<file path="src/rtl/core/bbts_pkg.sv">
`timescale 1ns / 1ps
`default_nettype none
// ----------------------------------------------------------------------------
// bbts_pkg: shared types and constants of the branch and block-transfer sequencer
// Holds the sequencer states, the result kind codes and the step unit controls.
// ----------------------------------------------------------------------------
package bbts_pkg;

    // Instruction bit positions.
    localparam int BIT_BRANCH = 25;
    localparam int BIT_PRE    = 24;   // P on a block transfer, L on a branch
    localparam int BIT_UP     = 23;
    localparam int BIT_WB     = 21;
    localparam int BIT_LOAD   = 20;

    localparam int NUM_REGS   = 16;
    localparam int REG_BITS   = 4;
    localparam int OFF_BITS   = 24;

    // Result kind codes.
    localparam logic [1:0] KIND_BRANCH = 2'd0;
    localparam logic [1:0] KIND_ACCESS = 2'd1;
    localparam logic [1:0] KIND_EMPTY  = 2'd2;

    typedef enum logic [2:0] {
        ST_IDLE,
        ST_BR_PC4,
        ST_BR_OFF,
        ST_EMPTY,
        ST_SCAN
    } state_t;

    typedef enum logic [1:0] {
        OP_PC_PLUS4,
        OP_ADD_OFFSET,
        OP_ADD_STEP
    } step_op_t;

    typedef struct packed {
        step_op_t op;
        logic     up;
    } step_ctrl_t;

endpackage

`default_nettype wire

</file>
<file path="src/rtl/core/bbts_step_unit.sv">
`timescale 1ns / 1ps
`default_nettype none
// ----------------------------------------------------------------------------
// bbts_step_unit: shared 32-bit address adder
// Selects the operands for the pc increment, the branch offset add or the
// block-transfer address step, and adds them in one 32-bit adder.
// ----------------------------------------------------------------------------
module bbts_step_unit
    import bbts_pkg::*;
(
    input  step_ctrl_t               ctrl,
    input  logic [31:0]              acc,
    input  logic [31:0]              pc,
    input  logic [OFF_BITS-1:0]      offset,
    output logic [31:0]              sum
);

    logic [31:0] op_a;
    logic [31:0] op_b;

    always_comb
    begin
        case (ctrl.op)
            OP_PC_PLUS4:
            begin
                op_a = pc;
                op_b = 32'd4;
            end
            OP_ADD_OFFSET:
            begin
                op_a = acc;
                op_b = {{(32 - OFF_BITS - 2){offset[OFF_BITS-1]}}, offset, 2'b00};
            end
            OP_ADD_STEP:
            begin
                op_a = acc;
                op_b = ctrl.up ? 32'd4 : 32'hFFFF_FFFC;
            end
            default:
            begin
                op_a = acc;
                op_b = 32'd0;
            end
        endcase
        sum = op_a + op_b;
    end

endmodule

`default_nettype wire

</file>
<file path="src/rtl/core/branch_and_block_transfer_sequencer.sv">
`timescale 1ns / 1ps
`default_nettype none
// ----------------------------------------------------------------------------
// branch_and_block_transfer_sequencer: branch target and block-transfer
// address sequencer
// Takes one instruction item and gives a branch result, an empty-list result
// or one access item per listed register, with link and base writeback data.
// ----------------------------------------------------------------------------
//
//  Channel  Handshake            Payload
//  -------  -------------------  ---------------------------------------------
//  in       in_valid / in_stall  instruction, pc_value, base_value
//  out      out_valid/out_stall  result_kind, address, reg_index, is_load,
//                                link_write, link_value, writeback_en,
//                                writeback_value, last
//
// A branch uses the shared adder after acceptance for pc + 4, then for the
// scaled offset. A block transfer walks the register slots in walk order,
// one slot per cycle while the output slot is free, and stops at the last
// listed register. An empty list gives one result with no address step.
// All of these steps share the single adder.
// Reset is asynchronous and active low; it clears the sequencer and the
// output valid. The input stalls whenever an item is in work. A stall on the
// output holds the sequencer wherever it has a result item to place, until
// the waiting result item is taken.
// ----------------------------------------------------------------------------
module branch_and_block_transfer_sequencer
    import bbts_pkg::*;
(
    input  logic        clk,
    input  logic        rst_n,

    input  logic        in_valid,
    output logic        in_stall,
    input  logic [31:0] instruction,
    input  logic [31:0] pc_value,
    input  logic [31:0] base_value,

    output logic        out_valid,
    input  logic        out_stall,
    output logic [1:0]  result_kind,
    output logic [31:0] address,
    output logic [3:0]  reg_index,
    output logic        is_load,
    output logic        link_write,
    output logic [31:0] link_value,
    output logic        writeback_en,
    output logic [31:0] writeback_value,
    output logic        last
);

    // Sequencer state and the fields of the instruction in work.
    state_t                 state_reg, state_next;
    logic [NUM_REGS-1:0]    remaining_reg, remaining_next;
    logic [REG_BITS-1:0]    slot_reg, slot_next;
    logic [31:0]            acc_reg, acc_next;
    logic [31:0]            pc_reg, pc_next;
    logic [OFF_BITS-1:0]    offset_reg, offset_next;
    logic                   pre_reg, pre_next;
    logic                   up_reg, up_next;
    logic                   ld_reg, ld_next;
    logic                   wb_reg, wb_next;

    // Output register.
    logic                   out_valid_reg, out_valid_next;
    logic [1:0]             kind_reg, kind_next;
    logic [31:0]            address_reg, address_next;
    logic [3:0]             reg_index_reg, reg_index_next;
    logic                   is_load_reg, is_load_next;
    logic                   link_write_reg, link_write_next;
    logic [31:0]            link_value_reg, link_value_next;
    logic                   wb_en_reg, wb_en_next;
    logic [31:0]            wb_value_reg, wb_value_next;
    logic                   last_reg, last_next;

    step_ctrl_t             step_ctrl;
    logic [31:0]            step_sum;
    logic                   out_free;
    logic [REG_BITS-1:0]    cur_reg;
    logic [NUM_REGS-1:0]    remaining_clr;
    logic                   fin;

    bbts_step_unit u_step
    (
        .ctrl   (step_ctrl),
        .acc    (acc_reg),
        .pc     (pc_reg),
        .offset (offset_reg),
        .sum    (step_sum)
    );

    // The output slot can take a new result item when it is empty or
    // its item is being taken in this cycle.
    assign out_free = !out_valid_reg || !out_stall;

    // Ascending walks visit r0 first; descending walks visit r15 first.
    assign cur_reg       = up_reg ? slot_reg : ~slot_reg;
    assign remaining_clr = remaining_reg & ~(NUM_REGS'(1) << cur_reg);
    assign fin           = (remaining_clr == '0);

    always_comb
    begin
        state_next      = state_reg;
        remaining_next  = remaining_reg;
        slot_next       = slot_reg;
        acc_next        = acc_reg;
        pc_next         = pc_reg;
        offset_next     = offset_reg;
        pre_next        = pre_reg;
        up_next         = up_reg;
        ld_next         = ld_reg;
        wb_next         = wb_reg;

        out_valid_next  = out_valid_reg && out_stall;
        kind_next       = kind_reg;
        address_next    = address_reg;
        reg_index_next  = reg_index_reg;
        is_load_next    = is_load_reg;
        link_write_next = link_write_reg;
        link_value_next = link_value_reg;
        wb_en_next      = wb_en_reg;
        wb_value_next   = wb_value_reg;
        last_next       = last_reg;

        step_ctrl.op    = OP_ADD_STEP;
        step_ctrl.up    = up_reg;

        case (state_reg)
            ST_IDLE:
            begin
                if (in_valid)
                begin
                    remaining_next = instruction[NUM_REGS-1:0];
                    slot_next      = '0;
                    acc_next       = base_value;
                    pc_next        = pc_value;
                    offset_next    = instruction[OFF_BITS-1:0];
                    pre_next       = instruction[BIT_PRE];
                    up_next        = instruction[BIT_UP];
                    ld_next        = instruction[BIT_LOAD];
                    wb_next        = instruction[BIT_WB];
                    if (instruction[BIT_BRANCH])
                        state_next = ST_BR_PC4;
                    else if (instruction[NUM_REGS-1:0] == '0)
                        state_next = ST_EMPTY;
                    else
                        state_next = ST_SCAN;
                end
            end

            ST_BR_PC4:
            begin
                step_ctrl.op = OP_PC_PLUS4;
                acc_next     = step_sum;
                state_next   = ST_BR_OFF;
            end

            ST_BR_OFF:
            begin
                step_ctrl.op = OP_ADD_OFFSET;
                if (out_free)
                begin
                    out_valid_next  = 1'b1;
                    kind_next       = KIND_BRANCH;
                    address_next    = step_sum;
                    reg_index_next  = '0;
                    is_load_next    = 1'b0;
                    link_write_next = pre_reg;
                    link_value_next = pre_reg ? pc_reg : 32'd0;
                    wb_en_next      = 1'b0;
                    wb_value_next   = 32'd0;
                    last_next       = 1'b1;
                    state_next      = ST_IDLE;
                end
            end

            ST_EMPTY:
            begin
                if (out_free)
                begin
                    out_valid_next  = 1'b1;
                    kind_next       = KIND_EMPTY;
                    address_next    = 32'd0;
                    reg_index_next  = '0;
                    is_load_next    = 1'b0;
                    link_write_next = 1'b0;
                    link_value_next = 32'd0;
                    wb_en_next      = wb_reg;
                    wb_value_next   = wb_reg ? acc_reg : 32'd0;
                    last_next       = 1'b1;
                    state_next      = ST_IDLE;
                end
            end

            ST_SCAN:
            begin
                if (out_free)
                begin
                    slot_next = slot_reg + 1'b1;
                    if (remaining_reg[cur_reg])
                    begin
                        acc_next        = step_sum;
                        remaining_next  = remaining_clr;
                        out_valid_next  = 1'b1;
                        kind_next       = KIND_ACCESS;
                        address_next    = pre_reg ? step_sum : acc_reg;
                        reg_index_next  = cur_reg;
                        is_load_next    = ld_reg;
                        link_write_next = 1'b0;
                        link_value_next = 32'd0;
                        wb_en_next      = fin && wb_reg;
                        wb_value_next   = (fin && wb_reg) ? step_sum : 32'd0;
                        last_next       = fin;
                        if (fin)
                            state_next = ST_IDLE;
                    end
                end
            end

            default:
            begin
                state_next = ST_IDLE;
            end
        endcase
    end

    always_ff @(posedge clk or negedge rst_n)
    begin
        if (!rst_n)
        begin
            state_reg     <= ST_IDLE;
            out_valid_reg <= 1'b0;
            remaining_reg <= '0;
            slot_reg      <= '0;
        end
        else
        begin
            state_reg     <= state_next;
            out_valid_reg <= out_valid_next;
            remaining_reg <= remaining_next;
            slot_reg      <= slot_next;
        end
    end

    // Payload registers carry no reset.
    always_ff @(posedge clk)
    begin
        acc_reg        <= acc_next;
        pc_reg         <= pc_next;
        offset_reg     <= offset_next;
        pre_reg        <= pre_next;
        up_reg         <= up_next;
        ld_reg         <= ld_next;
        wb_reg         <= wb_next;
        kind_reg       <= kind_next;
        address_reg    <= address_next;
        reg_index_reg  <= reg_index_next;
        is_load_reg    <= is_load_next;
        link_write_reg <= link_write_next;
        link_value_reg <= link_value_next;
        wb_en_reg      <= wb_en_next;
        wb_value_reg   <= wb_value_next;
        last_reg       <= last_next;
    end

    assign in_stall        = (state_reg != ST_IDLE);
    assign out_valid       = out_valid_reg;
    assign result_kind     = kind_reg;
    assign address         = address_reg;
    assign reg_index       = reg_index_reg;
    assign is_load         = is_load_reg;
    assign link_write      = link_write_reg;
    assign link_value      = link_value_reg;
    assign writeback_en    = wb_en_reg;
    assign writeback_value = wb_value_reg;
    assign last            = last_reg;

    // A scan never runs with nothing left to transfer.
    a_scan_has_work: assert property (@(posedge clk) disable iff (!rst_n)
        state_reg == ST_SCAN |-> remaining_reg != '0)
        else $error("scan running with an empty register list");

    // A walk that reaches the final slot always ends on it.
    a_scan_ends_on_time: assert property (@(posedge clk) disable iff (!rst_n)
        (state_reg == ST_SCAN && slot_reg == '1 && out_free) |=> state_reg == ST_IDLE)
        else $error("scan did not finish on its last slot");

    // The item marked last always returns the sequencer to idle.
    a_last_ends_item: assert property (@(posedge clk) disable iff (!rst_n)
        (state_reg != ST_IDLE && out_valid_next && last_next && out_free)
        |=> state_reg == ST_IDLE)
        else $error("last result issued but sequencer still busy");

    // A branch result is always the only one of its instruction.
    a_branch_is_last: assert property (@(posedge clk) disable iff (!rst_n)
        (out_valid_reg && kind_reg == KIND_BRANCH) |-> last_reg)
        else $error("branch result without last");

endmodule

`default_nettype wire

</file>
<file path="config.mk">
export PLATFORM = sky130hd
export DESIGN_NAME = branch_and_block_transfer_sequencer
export DESIGN_NICKNAME = d
export VERILOG_FILES = /design/src/rtl/core/bbts_pkg.sv /design/src/rtl/core/bbts_step_unit.sv /design/src/rtl/core/branch_and_block_transfer_sequencer.sv
export SDC_FILE = /design/constraint.sdc
export NUM_CORES = 1
export LEC_CHECK = 0
export BUFFER_PORTS_ARGS = -buffer_cell sky130_fd_sc_hd__buf_4
export CAP_MARGIN = 10
export CORE_ASPECT_RATIO = 1.1
export CORE_MARGIN = 1
export CORE_UTILIZATION = 50
export DETAILED_ROUTE_END_ITERATION = 6
export PLACE_DENSITY = 0.81
export SYNTH_ARGS = -nofsm -noshare
export SYNTH_HDL_FRONTEND = slang
export SYNTH_SLANG_ARGS = --single-unit
</file>
<file path="constraint.sdc">
create_clock -name clk -period 11.35 [get_ports clk]
set_input_delay 1.7025 -clock clk [delete_from_list [all_inputs] [get_ports clk]]
set_output_delay 1.7025 -clock clk [all_outputs]
set_load 0.02 [all_outputs]
</file>
After elaboration in Yosys (flattened, before gate mapping):

Cells that the tools add are included.

* flip-flop bits (word level): 222
* word-level logic and storage cells: 134
* output and inout port bits: 108
* bits of input ports: 100

* $lt $le $gt $ge: 1
* bitwise logic cells: 3
* equality and inequality tests: 13
* shift-type cells: 1
* mux-type cells: 72
* add/sub/neg operators: 2
* reduce and logical (&&, ||, !) cells: 22

Operator list (count)
* $mux W32: 19
* $pmux W32 S3: 5
* $mux W16: 3
* $add A32 B32 Y32: 1
* $logic_not A16 Y1: 2
* $pmux W16 S2: 1
* $mux W4: 6
* $mux W3: 7
* $and A16 B16 Y16: 1
* $mux W1: 16
* $not A16 Y16: 1
* $pmux W4 S2: 2
* $shl A1 B4 Y16 const A: 1
* $ne A2 B2 Y1 const B: 6
* $pmux W3 S4: 1
* $reduce_and A4 Y1: 3
* $reduce_and A5 Y1: 2
* $reduce_bool A3 Y1: 3
* $mux W2: 4
* $eq A3 B2 Y1 const B: 2
* $pmux W1 S2: 3
* $pmux W1 S3: 2
* $pmux W2 S3: 1
* $lt A4 B5 Y1 const B: 1
* other kinds (18): 21

Longest topological paths before layout:

* word-level depth: 11
* mapped depth: 16
* depth with buffers taken out: 12

Cells and area by module:

Synthesis repeated with hierarchy kept, for this count alone.

* cell total of the unflattened synthesis: 958
* area total of the unflattened synthesis: 11536.1 um^2

Modules (own cells, without submodules)
* branch_and_block_transfer_sequencer: cells each 668, seq. area each 6456.2 um^2, area each 9361.5 um^2, instances 1
* bbts_step_unit: cells each 290, seq. area each 0.0 um^2, area each 2174.6 um^2, instances 1

Worst setup path before layout:

OpenSTA, ideal clock, no wires.

* path kind: register to register
* start point: register state_reg[1]
* end point: register address_reg[0], in the netlist address[0], enable pin
* library setup time: 592 ps
* clock period less this slack: 7199 ps
* arrival time: 6607 ps
* slack: 4151 ps
* stages on the path, launching flop included: 10
* data required time: 10758 ps
* buffers on the path: 4
* cells stage by stage: dfrtp_1 > clkbuf_1 > nor2_1 > nand2_1 > clkbuf_1 > inv_1 > clkbuf_1 > clkbuf_1 > a21oi_1 > a21oi_1

* longest elaborated chain between the ends: 3
* elaborated cells on any way between the ends: 9
* classes of those cells: eq/ne (7); reduce/logical (2)

RTL lines
* start, declared: line branch_and_block_transfer_sequencer.sv:53 `state_t state_reg, state_next;`
* start signal, assigned: line branch_and_block_transfer_sequencer.sv:238 `state_reg <= state_next;`
* $eq A3 B2 Y1 or $eq A3 B3 Y1 (tied branches): line branch_and_block_transfer_sequencer.sv:128 `case (state_reg)`
* $ne A2 B2 Y1 (no source line) or $reduce_bool A3 Y1 (tied branches)
* $reduce_and A5 Y1 (no source line) *
* end signal, assigned: line branch_and_block_transfer_sequencer.sv:256 `address_reg <= address_next;`
* end, declared: line branch_and_block_transfer_sequencer.sv:67 `logic [31:0] address_reg, address_next;`

Every way passes the cells marked *; elsewhere a longest branch is shown, timed or not.
A chain may end at the register's enable or synchronous reset.

Final worst setup path:

* start point: register state_reg[2]
* end point: register acc_reg[28], data pin

* longest elaborated chain between the ends: 8
* elaborated cells on any way between the ends: 14
* classes of those cells: add/sub (1); eq/ne (5); mux (6); reduce/logical (2)

RTL lines
* $eq A3 B2 Y1 or $eq A3 B1 Y1 (tied branches): line branch_and_block_transfer_sequencer.sv:128
* $pmux W2 S2: line branch_and_block_transfer_sequencer.sv:128
* $eq A2 B2 Y1, or another cell as far along: line bbts_step_unit.sv:23 `case (ctrl.op)`
* $pmux W32 S3 or $mux W32 (tied branches): line bbts_step_unit.sv:23
* $add A32 B32 Y32: line bbts_step_unit.sv:45 `sum = op_a + op_b;`
* $mux W32: line branch_and_block_transfer_sequencer.sv:200 `if (remaining_reg[cur_reg])`
* $mux W32: line branch_and_block_transfer_sequencer.sv:197 `if (out_free)`
* $pmux W32 S3 *: line branch_and_block_transfer_sequencer.sv:128
* net acc_next[28]: line branch_and_block_transfer_sequencer.sv:56 `logic [31:0] acc_reg, acc_next;`
* end signal, assigned: line branch_and_block_transfer_sequencer.sv:248 `acc_reg <= acc_next;`
* end, declared: line branch_and_block_transfer_sequencer.sv:56

The timed path passes the listed nets; every way through them passes the cells marked *. The select of a mux whose other input is x is not followed.

==> flow_summary.ini <==
[synthesis]
ys_async_sr_fraction_pct = 10.96
synth-edff-count = 195
synth_ff_type = edfxtp_1
ys_ff_latch = 219
synth_warnings = 0
syn_avg_cell_area_um2 = 11.74
netlist-cell-type-count = 56
synth_nets = 1094
synthCells = 963
yosysTopAreaCell = edfxtp_1
synth_top_cell_area_share_pct = 51.79
ys_seq_area_share_pct = 57.10
synth_area_um2 = 11310
synthTopCellsByArea = edfxtp_1, dfrtp_1, nand2_1

[layout]
final_nets = 1282
drive_gt1_share_pct = 26.74
diodes = 0
final_core_util_pct = 62.82
layout_commonest_cell = buf_4
mostFrequentLayoutCells = buf_4, edfxtp_1, nand2_1, a21oi_1, nor2_1
fillers = 1737
multi_input_area_um2 = 4622
seqCellArea_um2 = 6456
syn_to_final_growth_pct = 22.84

[worst_setup_path]
crit_required_ns = 11.60
crit_fanout = 37
critPathLaunchType = register
cp.arrival_ns = 5.03
end_kind = register
rrSetupSlack_ns = 6.58
setup.worst_path.class = reg -> reg

[timing]
relSlewSlack_pct = 19.56
max_freq_ghz = 0.2094
setup_viol = 0
rsz0062_at_grt = no
hold_viol_final = 0
skew_ns = 0.01156
tns_ns = 0
layout_min_cycle_time_ns = 4.775
period_share_pct = 42.07
drv_slew = 0
worst_pin_slew_ns = 1.202

[clock_tree]
clk_pin_slew_ns = 0.06
numCtsBuffers = 23
clockBufferDepth = 3
ctsHoldBuffers = 0
ctsHtreeMaxLevel = 1
clkLatencyLatePin_ns = 0.51
post_cts_buffers = 0
cts_root_buf = clkbuf_16
cts_resized = 0
cts_tree = done
clock-sinks = 219

[job]
max_cap_viol_count = 0

[routing]
wl_um = 30180
via_count = 8716
wl_per_cell_um = 20.64
first_iter_violations = 695
vias_per_cell = 5.962
dr.pass1.iters = 5
ant_nets = 0
drc = 0

[global_routing]
antenna_found_initial = 0
grt_max_degree = 88
grt_overflow = 0
grt_pass1_wl_um = 46340
grt_pass1_vias = 8336
track_usage_pct = 25.77

[outcome]
status = completed

[floorplanning]
die_h_um = 159.7
core_um2 = 22110
start_util_pct = 51.14
die_w_um = 145.4
io_pins = 208
num_rows = 57
dieArea_um2 = 23220

[placement]
hpwl_um = 21680
place.gp.congestion = 0.9711
io_buffers = 201

[min_path]
min_path_type = reg -> reg
cell usage after synthesis, types with 13 or more instances:
master / count
dfrtp_1: 24
nor2_1: 55
inv_1: 14
edfxtp_1: 195
ha_1: 30
o22a_1: 16
mux2_2: 41
a22o_1: 30
clkbuf_1: 41
a21oi_1: 55
and2_1: 38
a31oi_1: 19
nand4_1: 13
nor3_1: 14
a22oi_1: 17
o21ai_0: 46
xor2_1: 16
nand2_1: 124
a21o_1: 34
cells by family after synthesis:
| logic type | after synthesis | share of synthesized area (%) |
|---|---|---|
| and+or+nand+nor | 296 | 12.33 |
| AOI/OAI and AO/OA | 267 | 15.97 |
| DFF | 219 | 57.10 |
| buffers and inverters | 67 | 2.501 |
| muxes | 56 | 6.518 |
| adders and majority gates | 31 | 3.497 |
| xor gates and xnor gates | 27 | 2.091 |
area by class of cell:
type / instances / share of cell area, %
Clock inverter: 7 / 0.7207
Sequential cell: 219 / 46.48
Multi-Input combinational cell: 677 / 33.28
Inverter: 14 / 0.3783
Clock buffer: 34 / 4.810
Timing Repair Buffer: 216 / 11.67
Tap cell: 295 / 2.657
critical path, cell delays in order, from the launching register on:
cell and delay, ns:
dfrtp_1 0.50, nand2b_1 0.41, nor2_4 0.03, buf_4 0.31, nor3_2 0.61, buf_4 0.31, a21o_1 0.26, ha_1 0.41
nand2_1 0.22, a21oi_1 0.08, a221oi_1 0.44, nand2b_1 0.15, a211oi_1 0.29, a311oi_1 0.16, mux2_2 0.32
routing by layer:
layer | vias up | track usage [%] | part of all wire, %
met5 | - | 0 | 0
met4 | 0 | 6.746 | 2.2
met3 | 53 | 3.971 | 8.9
met2 | 475 | 44.17 | 49
met1 | 4152 | 34.23 | 40
li1 | 4036 | - | -
stage by stage:
step,area (um^2),setup slack [ns],hold WS (ns),instances
after floorplan,11310,4.151,0.4945,963
after global placement,13120,6.654,0.5303,1421
after detailed placement,13120,6.605,0.5368,1421
after CTS,13890,6.589,0.5464,1462
after global routing,13890,6.283,0.5581,1462
final,13890,6.576,0.5440,1462
path summary, 6_finish.rpt:
kind / endpoint / startpoint / cells past startpoint
worst max register to register: acc_reg[28] / state_reg[2] / 14
worst min-delay path: link_value[27] / pc_reg[27] / 1
max in group asynchronous: state_reg[1] / rst_n / 1
worst max-delay path: acc_reg[28] / state_reg[2] / 14
worst min register to register: link_value[27] / pc_reg[27] / 1
min in group asynchronous: remaining_reg[14] / rst_n / 1
Power is left out: the tool's default activity adds up to more than one toggle a clock period on the data nets, which glitch-free logic cannot reach.
